**src/rtl/bvm_pkg.sv**
```systemverilog
// ----------------------------------------------------------------------------
// bvm_pkg
// Widths, constants and register indexes of the battery voltage monitor.
// ----------------------------------------------------------------------------
package bvm_pkg;

   localparam int unsigned SAMPLE_W   = 12;
   localparam int unsigned MV_W       = 15;
   localparam int unsigned CNT_W      = 16;
   localparam int unsigned FAIL_W     = 4;
   localparam int unsigned CSR_IDX_W  = 3;
   localparam int unsigned CSR_DATA_W = 16;

   localparam longint unsigned SAMPLE_MAX = 4095;
   localparam longint unsigned FAIL_LIMIT = 10;
   localparam longint unsigned MV_FULL    = 26900;

   // millivolt scaling: mv = (level * MV_RECIP) >> MV_SHIFT, exact floor
   localparam int unsigned     MV_SHIFT   = 30;
   localparam longint unsigned MV_RECIP   =
      (MV_FULL * (64'd1 << MV_SHIFT) + SAMPLE_MAX - 1) / SAMPLE_MAX;
   localparam int unsigned     MV_RECIP_W = $clog2(MV_RECIP + 1);
   localparam int unsigned     MV_PROD_W  = SAMPLE_W + MV_RECIP_W;

   // divide by three: q = (x * DIV3_RECIP) >> DIV3_SHIFT, exact for x < 2**16
   localparam int unsigned     SUM_W      = SAMPLE_W + 2;
   localparam int unsigned     DIV3_SHIFT = 17;
   localparam longint unsigned DIV3_RECIP = ((64'd1 << DIV3_SHIFT) + 2) / 3;
   localparam int unsigned     DIV3_W     = $clog2(DIV3_RECIP + 1);
   localparam int unsigned     DIV3_PROD_W = SUM_W + DIV3_W;

   localparam logic CMD_CONV = 1'b0;
   localparam logic CMD_TICK = 1'b1;

   localparam logic [CSR_IDX_W-1:0] CSR_REF_LOW       = 3'd0;
   localparam logic [CSR_IDX_W-1:0] CSR_REF_HIGH      = 3'd1;
   localparam logic [CSR_IDX_W-1:0] CSR_LOW_WARN_MV   = 3'd2;
   localparam logic [CSR_IDX_W-1:0] CSR_WARN_CLEAR_MV = 3'd3;
   localparam logic [CSR_IDX_W-1:0] CSR_ABSENT_MV     = 3'd4;
   localparam logic [CSR_IDX_W-1:0] CSR_SHUTDOWN_MV   = 3'd5;
   localparam logic [CSR_IDX_W-1:0] CSR_SETTLE_TICKS  = 3'd6;
   localparam logic [CSR_IDX_W-1:0] CSR_SENSE_ENABLE  = 3'd7;

   localparam logic [SAMPLE_W-1:0] RST_REF_LOW       = 12'd900;
   localparam logic [SAMPLE_W-1:0] RST_REF_HIGH      = 12'd1610;
   localparam logic [MV_W-1:0]     RST_LOW_WARN_MV   = 15'd11200;
   localparam logic [MV_W-1:0]     RST_WARN_CLEAR_MV = 15'd11280;
   localparam logic [MV_W-1:0]     RST_ABSENT_MV     = 15'd500;
   localparam logic [MV_W-1:0]     RST_SHUTDOWN_MV   = 15'd11000;
   localparam logic [CNT_W-1:0]    RST_SETTLE_TICKS  = 16'd1000;
   localparam logic                RST_SENSE_ENABLE  = 1'b1;

endpackage

```
**src/rtl/bvm_req_if.sv**
```systemverilog
// ----------------------------------------------------------------------------
// bvm_req_if
// Request channel: conversion sets and timer ticks.
// ----------------------------------------------------------------------------
interface bvm_req_if import bvm_pkg::*; ();
   logic                valid;
   logic                ready;
   logic                command;
   logic [SAMPLE_W-1:0] ref_sample;
   logic [SAMPLE_W-1:0] batt_sample;
   logic                on_mains;

   modport source (output valid, output command, output ref_sample, output batt_sample,
                   output on_mains, input ready);
   modport sink   (input valid, input command, input ref_sample, input batt_sample,
                   input on_mains, output ready);
endinterface

```
**src/rtl/bvm_rsp_if.sv**
```systemverilog
// ----------------------------------------------------------------------------
// bvm_rsp_if
// Response channel: monitor status after each transaction.
// ----------------------------------------------------------------------------
interface bvm_rsp_if import bvm_pkg::*; ();
   logic                valid;
   logic                ready;
   logic                accepted;
   logic [SAMPLE_W-1:0] filtered_level;
   logic [MV_W-1:0]     battery_mv;
   logic                low_warning;
   logic                battery_absent;
   logic                shutdown_request;
   logic                recalibrate;
   logic                no_sensing;

   modport source (output valid, output accepted, output filtered_level, output battery_mv,
                   output low_warning, output battery_absent, output shutdown_request,
                   output recalibrate, output no_sensing, input ready);
   modport sink   (input valid, input accepted, input filtered_level, input battery_mv,
                   input low_warning, input battery_absent, input shutdown_request,
                   input recalibrate, input no_sensing, output ready);
endinterface

```
**src/rtl/battery_voltage_monitor_core.sv**
```systemverilog
// ----------------------------------------------------------------------------
// battery_voltage_monitor_core
// Reference window check, battery IIR average, millivolt scaling and
// low/absent/shutdown status with a tick-counted settle delay.
// ----------------------------------------------------------------------------
// One transaction is taken every cycle unless a stalled response backs up to
// the input, and each yields exactly one response, in order. A request runs
// through four registers: the input register, the filter/settle/fail-count
// update (one divide-by-three multiplier), the millivolt scaling multiplier,
// and the status-flag update that loads the response register. A stalled
// response backs up the pipeline one stage at a time; empty stages keep
// accepting. Write the csr port only while the pipeline is empty.
module battery_voltage_monitor_core import bvm_pkg::*; (
   input  logic                  clock,
   input  logic                  reset,
   bvm_req_if.sink               req_chan,
   bvm_rsp_if.source             rsp_chan,
   input  logic                  csr_we,
   input  logic [CSR_IDX_W-1:0]  csr_index,
   input  logic [CSR_DATA_W-1:0] csr_wdata
);

   typedef struct packed {
      logic                command;
      logic [SAMPLE_W-1:0] ref_sample;
      logic [SAMPLE_W-1:0] batt_sample;
      logic                on_mains;
   } req_type;

   typedef struct packed {
      logic                accepted;
      logic [SAMPLE_W-1:0] filter;
      logic [MV_W-1:0]     mv;
      logic                recal;
      logic                check_en;
      logic                on_mains;
      logic                no_sense;
   } mid_type;

   typedef struct packed {
      logic                accepted;
      logic [SAMPLE_W-1:0] filtered_level;
      logic [MV_W-1:0]     battery_mv;
      logic                low_warning;
      logic                battery_absent;
      logic                shutdown_request;
      logic                recalibrate;
      logic                no_sensing;
   } rsp_type;

   // configuration
   logic [SAMPLE_W-1:0] ref_low_ff, ref_high_ff;
   logic [MV_W-1:0]     low_warn_mv_ff, warn_clear_mv_ff, absent_mv_ff, shutdown_mv_ff;
   logic [CNT_W-1:0]    settle_ticks_ff;
   logic                sense_enable_ff;

   // pipeline
   logic    req_vld_ff, mid2_vld_ff, mid3_vld_ff, rsp_vld_ff;
   req_type req_ff;
   mid_type mid2_ff, mid2_in, mid3_ff, mid3_in;
   rsp_type rsp_ff, rsp_in;
   logic    en_req, en_mid2, en_mid3, en_rsp;

   // state
   logic [SAMPLE_W-1:0] filter_ff, filter_in;
   logic [FAIL_W-1:0]   fail_ff, fail_in;
   logic [CNT_W-1:0]    settle_cnt_ff, settle_cnt_in;
   logic                started_ff, started_in;
   logic                settled_ff, settled_in;
   logic                no_sense_ff, no_sense_in;
   logic                low_ff, low_in;
   logic                absent_ff, absent_in;
   logic                shut_ff, shut_in;

   logic                   step_a, step_c;
   logic [SUM_W-1:0]       avg_sum;
   logic [DIV3_PROD_W-1:0] avg_prod;
   logic [SAMPLE_W-1:0]    avg_new;
   logic                   ref_ok;
   logic [FAIL_W:0]        fail_inc;
   logic [CNT_W-1:0]       cnt_inc;
   logic [MV_PROD_W-1:0]   mv_prod, mv_quo;

   // handshake
   assign en_rsp  = !rsp_vld_ff || rsp_chan.ready;
   assign en_mid3 = !mid3_vld_ff || en_rsp;
   assign en_mid2 = !mid2_vld_ff || en_mid3;
   assign en_req  = !req_vld_ff || en_mid2;
   assign req_chan.ready = en_req;

   assign step_a = req_vld_ff && en_mid2;
   assign step_c = mid3_vld_ff && en_rsp;

   // configuration writes
   always_ff @(posedge clock) begin
      if (reset) begin
         ref_low_ff       <= RST_REF_LOW;
         ref_high_ff      <= RST_REF_HIGH;
         low_warn_mv_ff   <= RST_LOW_WARN_MV;
         warn_clear_mv_ff <= RST_WARN_CLEAR_MV;
         absent_mv_ff     <= RST_ABSENT_MV;
         shutdown_mv_ff   <= RST_SHUTDOWN_MV;
         settle_ticks_ff  <= RST_SETTLE_TICKS;
         sense_enable_ff  <= RST_SENSE_ENABLE;
      end else if (csr_we) begin
         unique case (csr_index)
            CSR_REF_LOW:       ref_low_ff       <= csr_wdata[SAMPLE_W-1:0];
            CSR_REF_HIGH:      ref_high_ff      <= csr_wdata[SAMPLE_W-1:0];
            CSR_LOW_WARN_MV:   low_warn_mv_ff   <= csr_wdata[MV_W-1:0];
            CSR_WARN_CLEAR_MV: warn_clear_mv_ff <= csr_wdata[MV_W-1:0];
            CSR_ABSENT_MV:     absent_mv_ff     <= csr_wdata[MV_W-1:0];
            CSR_SHUTDOWN_MV:   shutdown_mv_ff   <= csr_wdata[MV_W-1:0];
            CSR_SETTLE_TICKS:  settle_ticks_ff  <= csr_wdata[CNT_W-1:0];
            CSR_SENSE_ENABLE:  sense_enable_ff  <= csr_wdata[0];
            default: ;
         endcase
      end
   end

   // stage A: window check, average, fail count, settle counter
   assign avg_sum  = {2'b00, req_ff.batt_sample} + {1'b0, filter_ff, 1'b0};
   assign avg_prod = {{DIV3_W{1'b0}}, avg_sum} * {{SUM_W{1'b0}}, DIV3_W'(DIV3_RECIP)};
   assign avg_new  = avg_prod[DIV3_SHIFT +: SAMPLE_W];
   assign ref_ok   = (req_ff.ref_sample >= ref_low_ff) && (req_ff.ref_sample <= ref_high_ff);
   assign fail_inc = {1'b0, fail_ff} + (FAIL_W+1)'(1);
   assign cnt_inc  = (settle_cnt_ff != '1) ? settle_cnt_ff + CNT_W'(1) : settle_cnt_ff;

   always_comb begin
      filter_in     = filter_ff;
      fail_in       = fail_ff;
      settle_cnt_in = settle_cnt_ff;
      started_in    = started_ff;
      settled_in    = settled_ff;
      no_sense_in   = no_sense_ff;
      mid2_in       = '0;
      if (step_a) begin
         if (req_ff.command == CMD_TICK) begin
            if (started_ff && !settled_ff) begin
               settle_cnt_in = cnt_inc;
               if (cnt_inc >= settle_ticks_ff) begin
                  settled_in = 1'b1;
               end
            end
         end else if (ref_ok) begin
            fail_in   = '0;
            filter_in = avg_new;
            if (sense_enable_ff) begin
               if (!settled_ff && !started_ff) begin
                  started_in    = 1'b1;
                  settle_cnt_in = '0;
               end
            end else begin
               no_sense_in = 1'b1;
            end
         end else if (fail_inc > (FAIL_W+1)'(FAIL_LIMIT)) begin
            fail_in = '0;
         end else begin
            fail_in = fail_inc[FAIL_W-1:0];
         end
      end
      mid2_in.accepted = (req_ff.command == CMD_CONV) && ref_ok;
      mid2_in.filter   = filter_in;
      mid2_in.recal    = (req_ff.command == CMD_CONV) && !ref_ok &&
                         (fail_inc > (FAIL_W+1)'(FAIL_LIMIT));
      mid2_in.check_en = mid2_in.accepted && sense_enable_ff && settled_ff;
      mid2_in.on_mains = req_ff.on_mains;
      mid2_in.no_sense = no_sense_in;
   end

   // stage B: scale to millivolts
   assign mv_prod = {{MV_RECIP_W{1'b0}}, mid2_ff.filter} *
                    {{SAMPLE_W{1'b0}}, MV_RECIP_W'(MV_RECIP)};
   assign mv_quo  = mv_prod >> MV_SHIFT;

   always_comb begin
      mid3_in    = mid2_ff;
      mid3_in.mv = (mv_quo > MV_PROD_W'(MV_FULL)) ? MV_W'(MV_FULL) : mv_quo[MV_W-1:0];
   end

   // stage C: warning, absent and shutdown flags
   always_comb begin
      low_in    = low_ff;
      absent_in = absent_ff;
      shut_in   = shut_ff;
      if (step_c && mid3_ff.check_en) begin
         if ((mid3_ff.mv <= low_warn_mv_ff) && !mid3_ff.on_mains) begin
            low_in = 1'b1;
         end else if (mid3_ff.mv >= warn_clear_mv_ff) begin
            low_in    = 1'b0;
            absent_in = 1'b0;
         end
         if (mid3_ff.mv <= absent_mv_ff) begin
            absent_in = 1'b1;
         end
         if ((mid3_ff.filter != '0) && (mid3_ff.mv <= shutdown_mv_ff) &&
             !mid3_ff.on_mains) begin
            shut_in = 1'b1;
         end
      end
      rsp_in.accepted         = mid3_ff.accepted;
      rsp_in.filtered_level   = mid3_ff.filter;
      rsp_in.battery_mv       = mid3_ff.mv;
      rsp_in.low_warning      = low_in;
      rsp_in.battery_absent   = absent_in;
      rsp_in.shutdown_request = shut_in;
      rsp_in.recalibrate      = mid3_ff.recal;
      rsp_in.no_sensing       = mid3_ff.no_sense;
   end

   // control and state registers
   always_ff @(posedge clock) begin
      if (reset) begin
         req_vld_ff    <= 1'b0;
         mid2_vld_ff   <= 1'b0;
         mid3_vld_ff   <= 1'b0;
         rsp_vld_ff    <= 1'b0;
         filter_ff     <= '0;
         fail_ff       <= '0;
         settle_cnt_ff <= '0;
         started_ff    <= 1'b0;
         settled_ff    <= 1'b0;
         no_sense_ff   <= 1'b0;
         low_ff        <= 1'b0;
         absent_ff     <= 1'b0;
         shut_ff       <= 1'b0;
      end else begin
         if (en_req) begin
            req_vld_ff <= req_chan.valid;
         end
         if (en_mid2) begin
            mid2_vld_ff <= req_vld_ff;
         end
         if (en_mid3) begin
            mid3_vld_ff <= mid2_vld_ff;
         end
         if (en_rsp) begin
            rsp_vld_ff <= mid3_vld_ff;
         end
         filter_ff     <= filter_in;
         fail_ff       <= fail_in;
         settle_cnt_ff <= settle_cnt_in;
         started_ff    <= started_in;
         settled_ff    <= settled_in;
         no_sense_ff   <= no_sense_in;
         low_ff        <= low_in;
         absent_ff     <= absent_in;
         shut_ff       <= shut_in;
      end
   end

   // payload registers
   always_ff @(posedge clock) begin
      if (en_req) begin
         req_ff.command     <= req_chan.command;
         req_ff.ref_sample  <= req_chan.ref_sample;
         req_ff.batt_sample <= req_chan.batt_sample;
         req_ff.on_mains    <= req_chan.on_mains;
      end
      if (en_mid2) begin
         mid2_ff <= mid2_in;
      end
      if (en_mid3) begin
         mid3_ff <= mid3_in;
      end
      if (en_rsp) begin
         rsp_ff <= rsp_in;
      end
   end

   assign rsp_chan.valid            = rsp_vld_ff;
   assign rsp_chan.accepted         = rsp_ff.accepted;
   assign rsp_chan.filtered_level   = rsp_ff.filtered_level;
   assign rsp_chan.battery_mv       = rsp_ff.battery_mv;
   assign rsp_chan.low_warning      = rsp_ff.low_warning;
   assign rsp_chan.battery_absent   = rsp_ff.battery_absent;
   assign rsp_chan.shutdown_request = rsp_ff.shutdown_request;
   assign rsp_chan.recalibrate      = rsp_ff.recalibrate;
   assign rsp_chan.no_sensing       = rsp_ff.no_sensing;

endmodule

```
**src/flat_wrapper.sv**
```systemverilog
// flat-port wrapper written by rule: the top's interface ports become plain ports
module battery_voltage_monitor_core_flat import bvm_pkg::*;
  (clock, reset, csr_we, csr_index, csr_wdata, req_chan_valid, req_chan_command, req_chan_ref_sample, req_chan_batt_sample, req_chan_on_mains, req_chan_ready, rsp_chan_valid, rsp_chan_accepted, rsp_chan_filtered_level, rsp_chan_battery_mv, rsp_chan_low_warning, rsp_chan_battery_absent, rsp_chan_shutdown_request, rsp_chan_recalibrate, rsp_chan_no_sensing, rsp_chan_ready);
  bvm_req_if req_chan_i ();
  bvm_rsp_if rsp_chan_i ();
  input  logic clock;
  input  logic reset;
  input  logic csr_we;
  input  logic [CSR_IDX_W-1:0] csr_index;
  input  logic [CSR_DATA_W-1:0] csr_wdata;
  input wire logic [$bits(req_chan_i.valid)-1:0] req_chan_valid;
  input wire logic [$bits(req_chan_i.command)-1:0] req_chan_command;
  input wire logic [$bits(req_chan_i.ref_sample)-1:0] req_chan_ref_sample;
  input wire logic [$bits(req_chan_i.batt_sample)-1:0] req_chan_batt_sample;
  input wire logic [$bits(req_chan_i.on_mains)-1:0] req_chan_on_mains;
  output wire logic [$bits(req_chan_i.ready)-1:0] req_chan_ready;
  output wire logic [$bits(rsp_chan_i.valid)-1:0] rsp_chan_valid;
  output wire logic [$bits(rsp_chan_i.accepted)-1:0] rsp_chan_accepted;
  output wire logic [$bits(rsp_chan_i.filtered_level)-1:0] rsp_chan_filtered_level;
  output wire logic [$bits(rsp_chan_i.battery_mv)-1:0] rsp_chan_battery_mv;
  output wire logic [$bits(rsp_chan_i.low_warning)-1:0] rsp_chan_low_warning;
  output wire logic [$bits(rsp_chan_i.battery_absent)-1:0] rsp_chan_battery_absent;
  output wire logic [$bits(rsp_chan_i.shutdown_request)-1:0] rsp_chan_shutdown_request;
  output wire logic [$bits(rsp_chan_i.recalibrate)-1:0] rsp_chan_recalibrate;
  output wire logic [$bits(rsp_chan_i.no_sensing)-1:0] rsp_chan_no_sensing;
  input wire logic [$bits(rsp_chan_i.ready)-1:0] rsp_chan_ready;
  assign req_chan_i.valid = req_chan_valid;
  assign req_chan_i.command = req_chan_command;
  assign req_chan_i.ref_sample = req_chan_ref_sample;
  assign req_chan_i.batt_sample = req_chan_batt_sample;
  assign req_chan_i.on_mains = req_chan_on_mains;
  assign req_chan_ready = req_chan_i.ready;
  assign rsp_chan_valid = rsp_chan_i.valid;
  assign rsp_chan_accepted = rsp_chan_i.accepted;
  assign rsp_chan_filtered_level = rsp_chan_i.filtered_level;
  assign rsp_chan_battery_mv = rsp_chan_i.battery_mv;
  assign rsp_chan_low_warning = rsp_chan_i.low_warning;
  assign rsp_chan_battery_absent = rsp_chan_i.battery_absent;
  assign rsp_chan_shutdown_request = rsp_chan_i.shutdown_request;
  assign rsp_chan_recalibrate = rsp_chan_i.recalibrate;
  assign rsp_chan_no_sensing = rsp_chan_i.no_sensing;
  assign rsp_chan_i.ready = rsp_chan_ready;
  battery_voltage_monitor_core u_core (.clock(clock), .reset(reset), .req_chan(req_chan_i), .rsp_chan(rsp_chan_i), .csr_we(csr_we), .csr_index(csr_index), .csr_wdata(csr_wdata));
endmodule
```
**config.mk**
```make
export PLATFORM = sky130hd
export DESIGN_NAME = battery_voltage_monitor_core_flat
export DESIGN_NICKNAME = d
export VERILOG_FILES = /design/src/rtl/bvm_pkg.sv /design/src/rtl/bvm_req_if.sv /design/src/rtl/bvm_rsp_if.sv /design/src/rtl/battery_voltage_monitor_core.sv /design/src/flat_wrapper.sv
export SDC_FILE = /design/constraint.sdc
export NUM_CORES = 1
export LEC_CHECK = 0
export BUFFER_PORTS_ARGS = -buffer_cell sky130_fd_sc_hd__buf_2
export CELL_PAD_IN_SITES_DETAIL_PLACEMENT = 1
export CELL_PAD_IN_SITES_GLOBAL_PLACEMENT = 1
export CORE_ASPECT_RATIO = 0.6
export CORE_MARGIN = 10
export CORE_UTILIZATION = 45
export CTS_CLUSTER_SIZE = 12
export DETAILED_ROUTE_END_ITERATION = 8
export PLACE_DENSITY_LB_ADDON = 0.1
export SLEW_MARGIN = 20
export SYNTH_ARGS = -nofsm -noshare
export SYNTH_HDL_FRONTEND = slang
export SYNTH_SLANG_ARGS = --single-unit
```
**constraint.sdc**
```tcl
create_clock -name clock -period 20.6 [get_ports clock]
set_clock_uncertainty 0.1 [all_clocks]
set_input_delay 2.06 -clock clock [delete_from_list [all_inputs] [get_ports clock]]
set_output_delay 2.06 -clock clock [all_outputs]
set_load 0.01 [all_outputs]
```
# Yosys cells after proc, flatten, opt, wreduce, memory -nomap -nowiden
# Index checks and enable logic that the tools add are counted.
[word_totals] ff_bits=251 inputBits=50 out_inout_bits=35 elab_cells=137
[classes] n_addsub=3 mul=2 order_cmp=9 n_eq_ne=9 muxes=24 n_bitwise=1 n_reduce_logical=43
[op_table] cell="2-to-1 mux 16 bit" count=6
[op_table] cell="less-or-equal comparator 15 bit" count=3
[op_table] cell="multiplier 12 x 33 -> 45 bit (second input constant)" count=1
[op_table] cell="2-to-1 mux 12 bit" count=3
[op_table] cell="multiplier 14 x 16 -> 29 bit (second input constant)" count=1
[op_table] cell="AND reduction 2 bit" count=9
[op_table] cell="adder 16 x 1 -> 16 bit (second input constant)" count=1
[op_table] cell=">= comparator 16 bit" count=1
[op_table] cell="!= test 16 bit (second input constant)" count=1
[op_table] cell=">= comparator 15 bit" count=1
[op_table] cell="greater-than comparator 15 bit (second input constant)" count=1
[op_table] cell="adder 12 x 13 -> 14 bit" count=1
[op_table] cell="logical AND 1 bit" count=14
[op_table] cell="2-to-1 mux 1 bit" count=13
[op_table] cell="equality test 3 bit (second input constant)" count=4
[op_table] cell=">= comparator 12 bit" count=1
[op_table] cell="less-or-equal comparator 12 bit" count=1
[op_table] cell="nonzero test 12 bit" count=1
[op_table] cell="AND reduction 5 bit" count=2
[op_table] cell="logical NOT 1 bit" count=8
[op_table] cell="2-to-1 mux 4 bit" count=2
[op_table] cell="equality test 3 x 2 -> 1 bit (second input constant)" count=2
[op_table] cell="nonzero test 2 bit" count=3
[op_table] cell="adder 4 x 1 -> 5 bit (second input constant)" count=1
[op_table] cell="7 further kinds" count=10

# Logic depth before layout (Yosys ltp)
[logic_depth] depth_word=6 depth_mapped=31 ltp_nobuf=31

# Least setup slack after synthesis
# No wires, ideal clock.
[synth_timing] kind="reg2reg" startpoint="reg u_core.req_ff[3] (netlist bit)" endpoint="reg u_core.filter_ff[11]" setup_ps=74 t_arrival_ps=7292 t_required_ps=20426 setup_slack_ps=13133 path_stages_with_launch=29 path_buffers=0 period_less_slack_ps=7467 cell_sequence="edfxtp_1 > ha_1 > a21o_1 > a21oi_1 > o21ai_0 > a21oi_1 > o21bai_1 > a211o_1 > a2111oi_0 > or3b_2 > xnor2_1 > ha_1 > inv_1 > fa_1 > fa_1 > fa_1 > inv_1 > fa_1 > fa_1 > ha_1 > a21o_1 > a21o_1 > a211oi_2 > a2bb2oi_2 > o211a_4 > o41ai_2 > a41o_1 > or4_4 > a31oi_2"
[synth_via] elab_chain_cells=5
[synth_rtl] element="from (decl)" line_no="battery_voltage_monitor_core.sv:59" source="req_type req_ff;"
[synth_rtl] element="adder 12 x 13 -> 14 bit" line_no="battery_voltage_monitor_core.sv:121" source="assign avg_sum = {2'b00, req_ff.batt_sample} + {1'b0, filter_ff, 1'b0};"
[synth_rtl] element="multiplier 14 x 16 -> 29 bit" line_no="battery_voltage_monitor_core.sv:122" source="assign avg_prod = {{DIV3_W{1'b0}}, avg_sum} * {{SUM_W{1'b0}}, DIV3_W'(DIV3_RECIP)};"
[synth_rtl] element="2-to-1 mux 12 bit" line_no="battery_voltage_monitor_core.sv:144" source="end else if (ref_ok) begin"
[synth_rtl] element="2-to-1 mux 12 bit" line_no="battery_voltage_monitor_core.sv:137" source="if (req_ff.command == CMD_TICK) begin"
[synth_rtl] element="2-to-1 mux 12 bit" line_no="battery_voltage_monitor_core.sv:136" source="if (step_a) begin"
[synth_rtl] element="to (signal assigned)" line_no="battery_voltage_monitor_core.sv:239" source="filter_ff <= filter_in;"
[synth_rtl] element="to (decl)" line_no="battery_voltage_monitor_core.sv:65" source="logic [SAMPLE_W-1:0] filter_ff, filter_in;"
# Every way passes these cells.
# A chain may end at the register's enable or synchronous reset.

# Worst setup path after layout
# Same ends and word-level chain as after synthesis.

==> flow_summary.ini <==
[worst_hold_path]
whs_endpoint = u_core.rsp_chan.accepted
hp-start = u_core.mid3_ff[31]
hold_depth = 0
hold_path_class = reg2reg

[worst_setup_path]
max_stage_delay_ns = 0.56
reg2reg_from = u_core.req_ff[3]
crit_required_ns = 20.98
crit_path_max_fanout = 6
cp-start-kind = flop
rrSetupSlack_ns = 12.39
reg2reg_to = u_core.filter_ff[11]
cp_slowest_cell = fa_1
criticalPathCategory = reg2reg
r2r_cells = 28
critPathCaptureType = flop
crit_path_frequent_cell = fa_1
critPathArrivalTime_ns = 8.59

[timing]
tns_ns = 0
grt_setup_unrepaired = no
fin_crit_sh_pct = 39.9
slew_violations = 0
slew_headroom_pct = 28.3
tightest_slew_ns = 1.07
period_needed_ns = 8.21
fmax_ghz = 0.122
hold_viol = 0
finalSetupViolations = 0

[flow_run]
drv_cap = 0

[grt]
antenna_found_initial = 0
grt_max_degree = 71
grtUsageMet3_pct = 2.82
gr-usage-met2_pct = 32.4
grt_overflow = 0
grt_pass1_vias = 15931
use_met1_pct = 32.8
grt_pass1_wl_um = 91700
grt_use_total_pct = 21.5
busiest_layer = met1

[drt]
drt_first_pass_iters = 5
avgRoutedWirePerCell_um = 21.2
vias = 15008
drc_errors = 0
avgViaCountPerCell = 5.48
drt-total-wl_um = 58100
ant_nets = 0
dr.first_iter.drc_count = 904

[yosys]
synth-edff-count = 108
ys_seq_area_share_pct = 30.7
yosys_most_used_dff = dfxtp_1
yosysMostFrequentCell = inv_1
synth_common_cells = 331 x inv_1, 325 x ha_1, 224 x nand2_1
syn-num-nets = 2561
yosys.area.top_type_share_pct = 20.4
syn-cell-area_um2 = 19900
ys_types = 90
synthCells = 2062
yosys.area.top_type = ha_1
yosys_register_bits = 251
syn_avg_cell_area_um2 = 9.65
synth.area.top_cells = ha_1 20%, edfxtp_1 16%, dfxtp_1 14%
ys.warnings.count = 0
async_flop_share_pct = 0

[clocking]
cts_resized = 0
clockRootBuffer = clkbuf_16
clock_latency_ns = 0.56
post-cts-setup-buffers = 0
cts_buffer_depth = 3
numCtsBuffers = 28
cts_hold_buf = 0
cts_sinks = 251
htree_num_levels = 1
tritoncts = done
clk_pin_slew_ns = 0.06

[floorplan]
dieHeight_um = 183
core_area_um2 = 43500
dieArea_um2 = 53300
ios = 85
rows = 59
initial_core_util_pct = 45.8
die-width_um = 292

[finish]
fillers = 4864
nets = 2639
drive_above_1_share_pct = 8.56
antennaDiodeCount = 0
syn_to_final_growth_pct = 9.56

[place]
portBuffers = 84
dp_hpwl_um = 47100
gp_congestion = 0.876

[outcome]
status = completed
-- registers in the layout, summed over array words and instances (netlist names), 15 cells and up --
signal                      cells
u_core.settle_cnt_ff           16
u_core.req_ff                  25
u_core.settle_ticks_ff         16
u_core.mid2_ff                 17
u_core.shutdown_mv_ff          15
u_core.rsp_chan.battery_mv     15
u_core.warn_clear_mv_ff        15
u_core.low_warn_mv_ff          15
u_core.absent_mv_ff            15
u_core.mid3_ff                 32
-- logic make-up after synthesis --
| group | after synthesis | synth area share, % |
|---|---|---|
| simple gates | 528 | 12.7 |
| fa+ha+maj | 449 | 32.9 |
| compound gates | 394 | 13.5 |
| buf+inv | 376 | 7.29 |
| flops | 251 | 30.7 |
| xor+xnor | 52 | 2.29 |
| mux | 12 | 0.654 |
-- per-layer routing --
layer	up-vias	part of all wire (%)	wire [um]
met5	-	0	0
met4	0	1.3	750
met3	49	4.4	2540
met2	267	42	24300
met1	7470	53	30500
li1	7222	-	-
-- critical path: cells and delay by family (launching register included) --
family	cells	cell delay (ns)
xor+xnor	1	0.12
fa+ha+maj	8	3.38
simple gates	2	0.72
buf+inv	2	0.11
compound gates	15	3.30
flops	1	0.41
-- placed cells by master, fill, tap and decap left out, drive strengths merged, types with 9 or more instances in the layout --
cell type,count
nand2b,13
nor3,18
xor2,20
clkinv,10
a22o,16
nor4,9
and3,17
a21oi,157
edfxtp,108
a31oi,10
nor2,99
nand4,28
inv,333
nand3b,20
a21o,45
dfxtp,143
nand2,225
xnor2,32
nand3,34
a211o,28
clkbuf,39
nor2b,30
fa,124
ha,325
buf,92
o21ai,41
o21a,17
o211ai,9
-- worst max-delay path by stage --
stage,start,end,slack (ns),depth (start not counted)
2_1_floorplan,u_core.req_ff[3],u_core.filter_ff[11],13.13,28
4_1_cts,u_core.req_ff[3],u_core.filter_ff[11],12.39,28
3_3_place_gp,u_core.req_ff[3],u_core.filter_ff[11],12.59,28
5_1_grt,u_core.filter_ff[0],u_core.mid2_ff[30],11.85,30
3_5_place_dp,u_core.req_ff[3],u_core.filter_ff[11],12.42,28
6_report,u_core.req_ff[3],u_core.filter_ff[11],12.39,28
-- area by class of cell --
type | instances | area (um2) | area share, %
clock buffer | 39 | 773 | 3.55
clock inverter | 13 | 114 | 0.522
tap | 579 | 724 | 3.32
timing repair buffer | 92 | 483 | 2.21
inverter | 332 | 1250 | 5.72
multi-input combinational | 1435 | 12400 | 56.7
sequential | 251 | 6110 | 28.0
-- metrics by stage --
step / setup slack (ns) / hold WS [ns] / std cells / utilization [%] / cell area [um2]
2_1_floorplan: 13.13 / 0.300 / 2062 / - / 19900
3_3_place_gp: 12.59 / 0.303 / 2689 / 48.1 / 20900
3_5_place_dp: 12.42 / 0.311 / 2689 / 48.1 / 20900
4_1_cts: 12.39 / 0.323 / 2741 / 50.1 / 21800
5_1_grt: 11.85 / 0.323 / 2741 / 50.1 / 21800
6_report: 12.39 / 0.321 / 2741 / 50.1 / 21800
Power is not shown: default switching activity piles up to over one toggle a cycle in this logic, so the estimate is an artifact.
